[src/rtl/core/extent_bitmap_allocator_top_macros.svh]
// Assertion macros shared by the allocator top level.
`ifndef EXTENT_BITMAP_ALLOCATOR_TOP_MACROS_SVH
`define EXTENT_BITMAP_ALLOCATOR_TOP_MACROS_SVH

// Same-cycle implication, disabled while reset is asserted.
`define EBM_ASSERT_NOW(label, clk, rst_n, ante, cons) \
  label: assert property (@(posedge clk) disable iff (!rst_n) (ante) |-> (cons)) \
    else $error("extent bitmap allocator check failed");

// Next-cycle implication, disabled while reset is asserted.
`define EBM_ASSERT_NEXT(label, clk, rst_n, ante, cons) \
  label: assert property (@(posedge clk) disable iff (!rst_n) (ante) |=> (cons)) \
    else $error("extent bitmap allocator check failed");

`endif

[src/rtl/core/ebm_pkg.sv]
package ebm_pkg;

  localparam int MAP_BITS    = 4096;
  localparam int WORD_BITS   = 32;
  localparam int MAP_WORDS   = MAP_BITS / WORD_BITS;
  localparam int WADDR_W     = $clog2(MAP_WORDS);
  localparam int BIT_W       = $clog2(WORD_BITS);
  localparam int IDX_W       = 12;
  localparam int CNT_W       = 7;
  localparam int MAX_REQUEST = 64;
  localparam int BUF_AW      = $clog2(MAX_REQUEST);
  localparam int BASE_W      = 31;
  localparam int NUM_W       = 32;

  localparam logic CMD_ALLOCATE = 1'b0;
  localparam logic CMD_RELEASE  = 1'b1;

  typedef struct packed {
    logic             command;
    logic [IDX_W-1:0] extent_index;
    logic [CNT_W-1:0] requested_count;
  } req_t;

  typedef struct packed {
    logic [NUM_W-1:0] extent_number;
    logic             found;
    logic [CNT_W-1:0] allocated_so_far;
    logic             last;
    logic             tail_in_use;
  } rsp_t;

  typedef enum logic [2:0] {
    ST_IDLE,
    ST_REL_WR,
    ST_SCAN,
    ST_OUT_RD,
    ST_OUT_EMIT,
    ST_EMIT_NONE
  } state_e;

  typedef struct packed {
    logic accept;
    logic rel_write;
    logic scan;
    logic out_first;
    logic out_emit;
    logic emit_none;
  } dp_cmd_t;

  typedef struct packed {
    logic scan_done;
    logic got_zero;
    logic out_last;
  } dp_status_t;

endpackage

[src/rtl/core/ebm_ctrl.sv]
module ebm_ctrl (
  input  logic                clk_i,
  input  logic                rst_ni,
  input  logic                start,
  input  logic                command_i,
  input  ebm_pkg::dp_status_t status_i,
  output logic                busy,
  output ebm_pkg::dp_cmd_t    cmd_o
);

  ebm_pkg::state_e state_q, state_d;

  always_ff @(posedge clk_i or negedge rst_ni) begin
    if (!rst_ni) begin
      state_q <= ebm_pkg::ST_IDLE;
    end else begin
      state_q <= state_d;
    end
  end

  always_comb begin
    state_d = state_q;
    cmd_o   = '0;
    busy    = 1'b1;
    unique case (state_q)
      ebm_pkg::ST_IDLE: begin
        busy = 1'b0;
        if (start) begin
          cmd_o.accept = 1'b1;
          state_d = (command_i == ebm_pkg::CMD_RELEASE) ? ebm_pkg::ST_REL_WR
                                                         : ebm_pkg::ST_SCAN;
        end
      end
      ebm_pkg::ST_REL_WR: begin
        cmd_o.rel_write = 1'b1;
        state_d = ebm_pkg::ST_EMIT_NONE;
      end
      ebm_pkg::ST_SCAN: begin
        cmd_o.scan = 1'b1;
        if (status_i.scan_done) begin
          state_d = status_i.got_zero ? ebm_pkg::ST_EMIT_NONE : ebm_pkg::ST_OUT_RD;
        end
      end
      ebm_pkg::ST_OUT_RD: begin
        cmd_o.out_first = 1'b1;
        state_d = ebm_pkg::ST_OUT_EMIT;
      end
      ebm_pkg::ST_OUT_EMIT: begin
        cmd_o.out_emit = 1'b1;
        if (status_i.out_last) begin
          state_d = ebm_pkg::ST_IDLE;
        end
      end
      ebm_pkg::ST_EMIT_NONE: begin
        cmd_o.emit_none = 1'b1;
        state_d = ebm_pkg::ST_IDLE;
      end
      default: begin
        state_d = ebm_pkg::ST_IDLE;
      end
    endcase
  end

endmodule

[config.mk]
export PLATFORM = sky130hd
export DESIGN_NAME = ebm_ctrl
export DESIGN_NICKNAME = d
export VERILOG_FILES = /design/src/rtl/core/extent_bitmap_allocator_top_macros.svh /design/src/rtl/core/ebm_pkg.sv /design/src/rtl/core/ebm_ctrl.sv
export SDC_FILE = /design/constraint.sdc
export NUM_CORES = 1
export LEC_CHECK = 0
export BUFFER_PORTS_ARGS = -buffer_cell sky130_fd_sc_hd__buf_2
export CORE_AREA = 2 2 39 41
export DETAILED_ROUTE_END_ITERATION = 7
export DIE_AREA = 0 0 41 43
export SLEW_MARGIN = 15
export SYNTH_ARGS = -nofsm -noshare
export SYNTH_HDL_FRONTEND = slang
export SYNTH_SLANG_ARGS = --single-unit
[constraint.sdc]
create_clock -name clk_i -period 1.19 [get_ports clk_i]
set_input_delay 0.119 -clock clk_i [delete_from_list [all_inputs] [get_ports clk_i]]
set_output_delay 0.119 -clock clk_i [all_outputs]
set_load 0.02 [all_outputs]
Word-level counts from Yosys, hierarchy flattened --
Index checks and enable logic that the tools add are counted.
Storage, ports and cells: bits in registers 3, bits of input ports 7, output and inout bits 7
Cells by class: equal/unequal tests 8, mux-type cells 14, reductions and logical operators 2
Operator list (count):
- $pmux 3 s5 | 1
- $mux 3 | 4
- $mux 1 | 8
- $eq 3x2->1 const B | 2
- $eq 3x3->1 const B | 2
- $ne 2x2->1 const B | 3
- $eq 3x1->1 const B | 1
- $logic_not 3->1 | 1
- $reduce_and 3->1 | 1
- $mux 2 | 1

Depth between registers and ports, before layout --
Gate-level depths: netlist of run 1.
word-level depth 3, gate-level depth with buffers 3, mapped depth without buffers 2

Least setup slack after synthesis of run 1 --
Ideal clock, no wire load.
path type register to output, from register state_q[2], to output cmd_o[5] (netlist bit), arrival 1.065 ns, required time 1.071 ns, slack 0.006 ns, stages on the path, launching flop included 3, path buffers 0, path through dfrtp_1 -> or3_4 -> nor2_2
RTL lines:
- from (decl) | line ebm_ctrl.sv:11 | ebm_pkg::state_e state_q, state_d;
- from (signal assigned) | line ebm_ctrl.sv:15 | state_q <= ebm_pkg::ST_IDLE;
- from (signal assigned) | line ebm_ctrl.sv:17 | state_q <= state_d;
- to (decl) | line ebm_ctrl.sv:8 | output ebm_pkg::dp_cmd_t cmd_o

==> results.ini, run 1 <==
[critical_path]
critical_path_arrival_ps = 1210
crit_type = flip-flop to output pin
required_ps = 1070
setup.worst_path.end_class = output pin
reg2reg_depth = 4
start_kind = flip-flop
path_max_fanout = 2

[logic_synthesis]
syn_nets = 29
yosys_warnings = 0
yosysUniqueCellTypes = 16
async_flop_share = 1.00
ys.flop_type = dfrtp_1
yosysSeqAreaShare = 0.351
synth_most_common_cell = dfrtp_1
postSynthAreaPerCell_um2 = 9.73
synthCells = 22
synthTopCellsByCount = dfrtp_1 (3), and3b_2 (2), inv_1 (2), nor2_1 (2), nor3b_1 (2)
synth_top_area_share = 0.351
yosys-top-cells-area = dfrtp_1 (35%), and3b_2 (9.4%), nor3b_1 (7.0%)
synth_area_leader_cell = dfrtp_1
synth_edf_count = 0
syn-cell-area_um2 = 214
ys_ff_latch = 3

[status]
outcome = complete, but fails checks
violations = negative setup slack

[power]
p_leak_nw = 0.216
ir_drop_v = 0.00102
powerDensity_mw_per_mm2 = 2610
power_mw = 1.11

[clocking]
cts_buffer_depth = 2
h-tree-depth = 1
clkLatencyLatePin_ps = 230
cts_tree = yes
clkTransAtPathRegs_ps = 40
clock_sinks = 3
cts_buffers = 3
clockRootBuffer = clkbuf_4

[drt]
firstDrtPassIters = 4
wl_um = 588
drtIter0Drc = 1
vias_per_cell = 3.90
drc_errors = 0
vias = 238
antenna_left = 0
wl_per_cell_um = 9.64

[final_layout]
nNetsFinal = 53
largest_reg_flops = 3
syn2layout_area_growth_pct = 98.8
regMostFlops = state_q
antenna_cells = 0
final_area_um2 = 425
top_regs = state_q x3
drive_gt1_frac = 0.667
post-route-util = 0.307

[placement]
place_congestion = 0.670
place_area_um2 = 324
dp_slack_ps = 82.4
io_buffers = 13

[sta]
setup_viol = 7
fmax_ghz = 0.752
finalCriticalPeriod_ps = 1330
fin_ws_ps = -140
worst_pin_slew_ps = 177
post-route-period-util = 1.12
rsz0062_at_grt = true
hold_violations = 0
whs_ps = 144
finalClockSkew_ps = 0.466
slew_violations = 0
maxSlewHeadroom = 0.881

[min_path]
hp-class = input pin to flip-flop
hold_depth = 3

[global_routing]
use_met1 = 0.0945
grt_pass1_wl_um = 945
grt_most_used_layer = met2
grt.total_usage = 0.0837
grt_pass1_vias = 257
grt_util_met3 = 0.0314
met2_usage = 0.122
grt_max_degree = 8
overflow = 0
antenna_found_initial = 0

[run]
maxCapViolations = 0

[floorplan]
coreArea_mm2 = 0.00138
dieArea_mm2 = 0.00176
die_y_um = 43
ios = 14
chipWidth_um = 41
start_util = 0.155
rows = 14

==> placed cells by master (no fill, tap or decap), types with 2 or more instances in the layout <==
cell type  synthesis  routed
and3b_2            2       2
inv_1              2       2
dfrtp_1            3       3
clkbuf_4           0       3
buf_4              0       8
buf_2              1       8
buf_6              0       3
nor2_4             0       2
==> stage by stage <==
stage,cells,TNS [ps]
floorplan,22,0
global placement,54,0
detailed placement,54,0
CTS,61,-568
global route,61,-868
finish,61,-463
==> final cells by class <==
class,instances,area (um2)
Fill cell,152,958
Tap cell,16,20.0
Multi-Input combinational cell,16,153
Timing Repair Buffer,20,144
Sequential cell,3,75.1
Inverter,2,7.51
Clock buffer,4,26.3
==> critical path: stages (launching register included) <==
cell and delay (ps):
dfrtp_1 370, or3_4 410, nor2_4 90, buf_6 110
==> kinds of logic (layout without fill, tap and decap cells) <==
family,after synthesis,after routing,share of synthesized area
AOI/OAI and AO/OA,6,6,0.222
buffers and inverters,3,26,0.0585
and+or+nand+nor,10,10,0.368
DFF,3,3,0.351
==> layer usage <==
layer / vias up / part of all wire
met5: - / 0
met4: 0 / 0
met3: 0 / 0.080
met2: 12 / 0.48
met1: 102 / 0.44
li1: 124 / -
==> path summary, 6_finish.rpt <==
check | slack [ps] | startpoint | end
min in group asynchronous | 210 | rst_ni | state_q[0]
max in group asynchronous | 880 | rst_ni | state_q[2]
setup reg to reg | 100 | state_q[1] | state_q[1]
hold reg to reg | 620 | state_q[2] | state_q[2]
hold / removal | 140 | status_i[0] | state_q[2]
setup / recovery | -140 | state_q[0] | cmd_o[5]
==> where the power goes <==
part | switching, mW | internal, mW
clock network | 0.0539 | 0.126
registers | 0.0237 | 0.145
logic | 0.367 | 0.395
total | 0.444 | 0.665
==> timing repair <==
action / in CTS / in global routing
hold buffers: 1 / 0
setup buffers: 2 / 0
resized for setup: 11 / 3
endpoints found under the setup margin: 7 / 7
pin swaps: 3 / 0
endpoints found under the hold margin: 3 / 0
(Power assumes the default switching activity.)
==> inputs of run 2 (changes only) <==
PLACE_DENSITY = 0.37   (was unset)
==> run 2 against run 1 <==
The run still ends with negative setup slack left; maximum frequency grew 0.35%; total power shrank 9.8%; final cell count shrank 4.9%; non-clock buffer count shrank 3; cell area shrank 8.2%; setup slack gained 4.6 ps; sequential share of layout area grew 1.6 points; largest power group unchanged; clock skew grew 3.4 ps; global-route usage shrank 1.1 points; worst hold slack gained 0.81 ps; highest routed layer unchanged.
==> results.ini, run 2 (synthesized netlist as in run 1, its figures left out) <==
[status]
outcome = complete, but fails checks  ; unchanged
violations = negative setup slack  ; unchanged

[floorplan]
die_y_um = 43  ; unchanged
ios = 14  ; unchanged
start_util = 0.155  ; unchanged
dieArea_mm2 = 0.00176  ; unchanged
coreArea_mm2 = 0.00138  ; unchanged
rows = 14  ; unchanged
chipWidth_um = 41  ; unchanged

[placement]
place_congestion = 0.703  ; was 0.670
placedCellCount = 53  ; was 54
place_hpwl_um = 426
io_buffers = 13  ; unchanged

[clocking]
h-tree-depth = 1  ; unchanged
clkTransAtPathRegs_ps = 40  ; about the same
cts_buffer_depth = 2  ; unchanged
postCtsSetupRepairBufs = 0  ; was 2
cts_tree = yes  ; unchanged
clkLatencyLatePin_ps = 230  ; about the same
clockRootBuffer = clkbuf_4  ; unchanged
clock_sinks = 3  ; unchanged
cts_buffers = 3  ; unchanged

[global_routing]
overflow = 0  ; unchanged
use_met1 = 0.0615  ; was 0.0945
grt.total_usage = 0.0724  ; was 0.0837
met2_usage = 0.109  ; was 0.122
grt_pass1_vias = 213  ; was 257
antenna_found_initial = 0  ; unchanged
grt_util_met3 = 0.0471  ; was 0.0314
grt_most_used_layer = met2  ; unchanged
grt_max_degree = 11  ; was 8
grt_pass1_wl_um = 793  ; was 945 um

[power]
p_leak_nw = 0.198  ; was 0.216 nW
ir_drop_v = 0.000631  ; was 0.00102 V
p_comb_frac = 0.649  ; was 0.686
netSwitchingFraction = 0.404  ; was 0.400
seqPwrFrac = 0.174  ; was 0.152
p_int_mw = 0.597  ; was 0.665 mW
powerDensity_mw_per_mm2 = 2560  ; was 2610 mW/mm2
clkPwrFrac = 0.177  ; was 0.162
p_sw_mw = 0.404  ; was 0.444 mW

[sta]
finalCriticalPeriod_ps = 1330  ; about the same
final.setup.tns_ps = -471  ; was -463 ps
slew_violations = 0  ; unchanged
fmax_ghz = 0.755  ; was 0.752 GHz
maxSlewHeadroom = 0.878  ; was 0.881
setup_viol = 7  ; unchanged
worst_pin_slew_ps = 183  ; was 177 ps
finalClockSkew_ps = 3.88  ; was 0.466 ps
hold_violations = 0  ; unchanged
rsz0062_at_grt = true  ; unchanged
post-route-period-util = 1.11  ; was 1.12
fin_ws_ps = -135  ; was -140 ps

[critical_path]
path_max_fanout = 2  ; unchanged
start_kind = flip-flop  ; unchanged
crit_type = flip-flop to output pin  ; unchanged
required_ps = 1070  ; about the same
setup.worst_path.end_class = output pin  ; unchanged
critical_path_arrival_ps = 1210  ; about the same

[final_layout]
nNetsFinal = 50  ; was 53
fin_cells = 58  ; was 61
drive_gt1_frac = 0.595  ; was 0.667
top_regs = state_q x3  ; unchanged
layout_common_cells = buf_2 (9), buf_4 (4), clkbuf_4 (3), buf_6 (3), dfrtp_1 (3)  ; was buf_2 (8), buf_4 (8), clkbuf_4 (3), buf_6 (3), dfrtp_1 (3)
largest_reg_flops = 3  ; unchanged
regMostFlops = state_q  ; unchanged
syn2layout_area_growth_pct = 82.5  ; was 98.8%
antenna_cells = 0  ; unchanged
layout_commonest_cell = buf_2

[drt]
vias = 238  ; unchanged
vias_per_cell = 4.10  ; was 3.90
drtIter0Drc = 4  ; was 1
antenna_left = 0  ; unchanged
firstDrtPassIters = 2  ; was 4
wl_per_cell_um = 9.05  ; was 9.64 um
wl_um = 525  ; was 588 um
drc_errors = 0  ; unchanged

[min_path]
hp-class = input pin to flip-flop  ; unchanged

[run]
maxCapViolations = 0  ; unchanged

[run 2: changes by cell type in the layout (fill, tap and decap cells not counted), sizes merged]
cell,change
buf,-3
[run 2: per-layer routing]
metal | wire, um | share of wire
met3 | 48 | 0.091
met1 | 181 | 0.34
met2 | 295 | 0.56
met5 | 0 | 0
met4 | 0 | 0
[run 2: layout make-up]
cell class | count | area [um2]
fillers | 157 | 993
multi-input cells | 16 | 143
inverters | 2 | 7.51
flip-flops and latches | 3 | 75.1
well taps | 16 | 20.0
clock buffers | 4 | 26.3
repair buffers | 17 | 119
[run 2: repair_timing]
item	in CTS	in global routing
hold buffers	1	0
setup endpoints to repair	7	7
gates cloned	0	0
endpoints found under the hold margin	3	0
pin swaps	1	0
gates resized for setup	8	2
[run 2: worst paths after layout]
path                                   from         end  slack (ps)  depth (start not counted)
worst max-delay path             state_q[1]    cmd_o[5]        -140                          3
worst min-delay path            status_i[0]  state_q[2]         140                          3
worst max register to register   state_q[0]  state_q[0]         180                          3
worst min register to register   state_q[0]  state_q[1]         570                          2
max in group asynchronous            rst_ni  state_q[1]         870                          2
min in group asynchronous            rst_ni  state_q[0]         200                          2
[run 2: through the flow]
step	area (um2)	total power, mW	worst slack [ps]	utilization	hold WS, ps
2_1_floorplan	214	0.533	6.21	-	-177
5_1_grt	390	1.08	-210	0.282	157
3_3_place_gp	317	0.723	79.3	0.229	-85.4
3_5_place_dp	317	0.715	74.1	0.229	-80.6
4_1_cts	380	0.980	-153	0.275	139
6_report	390	1.00	-135	0.282	145
[run 2: worst max-delay path, cell delays in order, from the launching register on]
cell and delay, ps:
dfrtp_1 370, or3_4 400, nor2_4 90, buf_6 110
[run 2: power by group through the flow]
stage                     Sequential, mW  Clock (mW)  Combinational, mW
after floorplan                    0.192           0              0.341
after global placement             0.173           0              0.550
after detailed placement           0.174           0              0.542
after CTS                          0.175       0.188              0.617
after global routing               0.183       0.197              0.700
final                              0.175       0.177              0.650
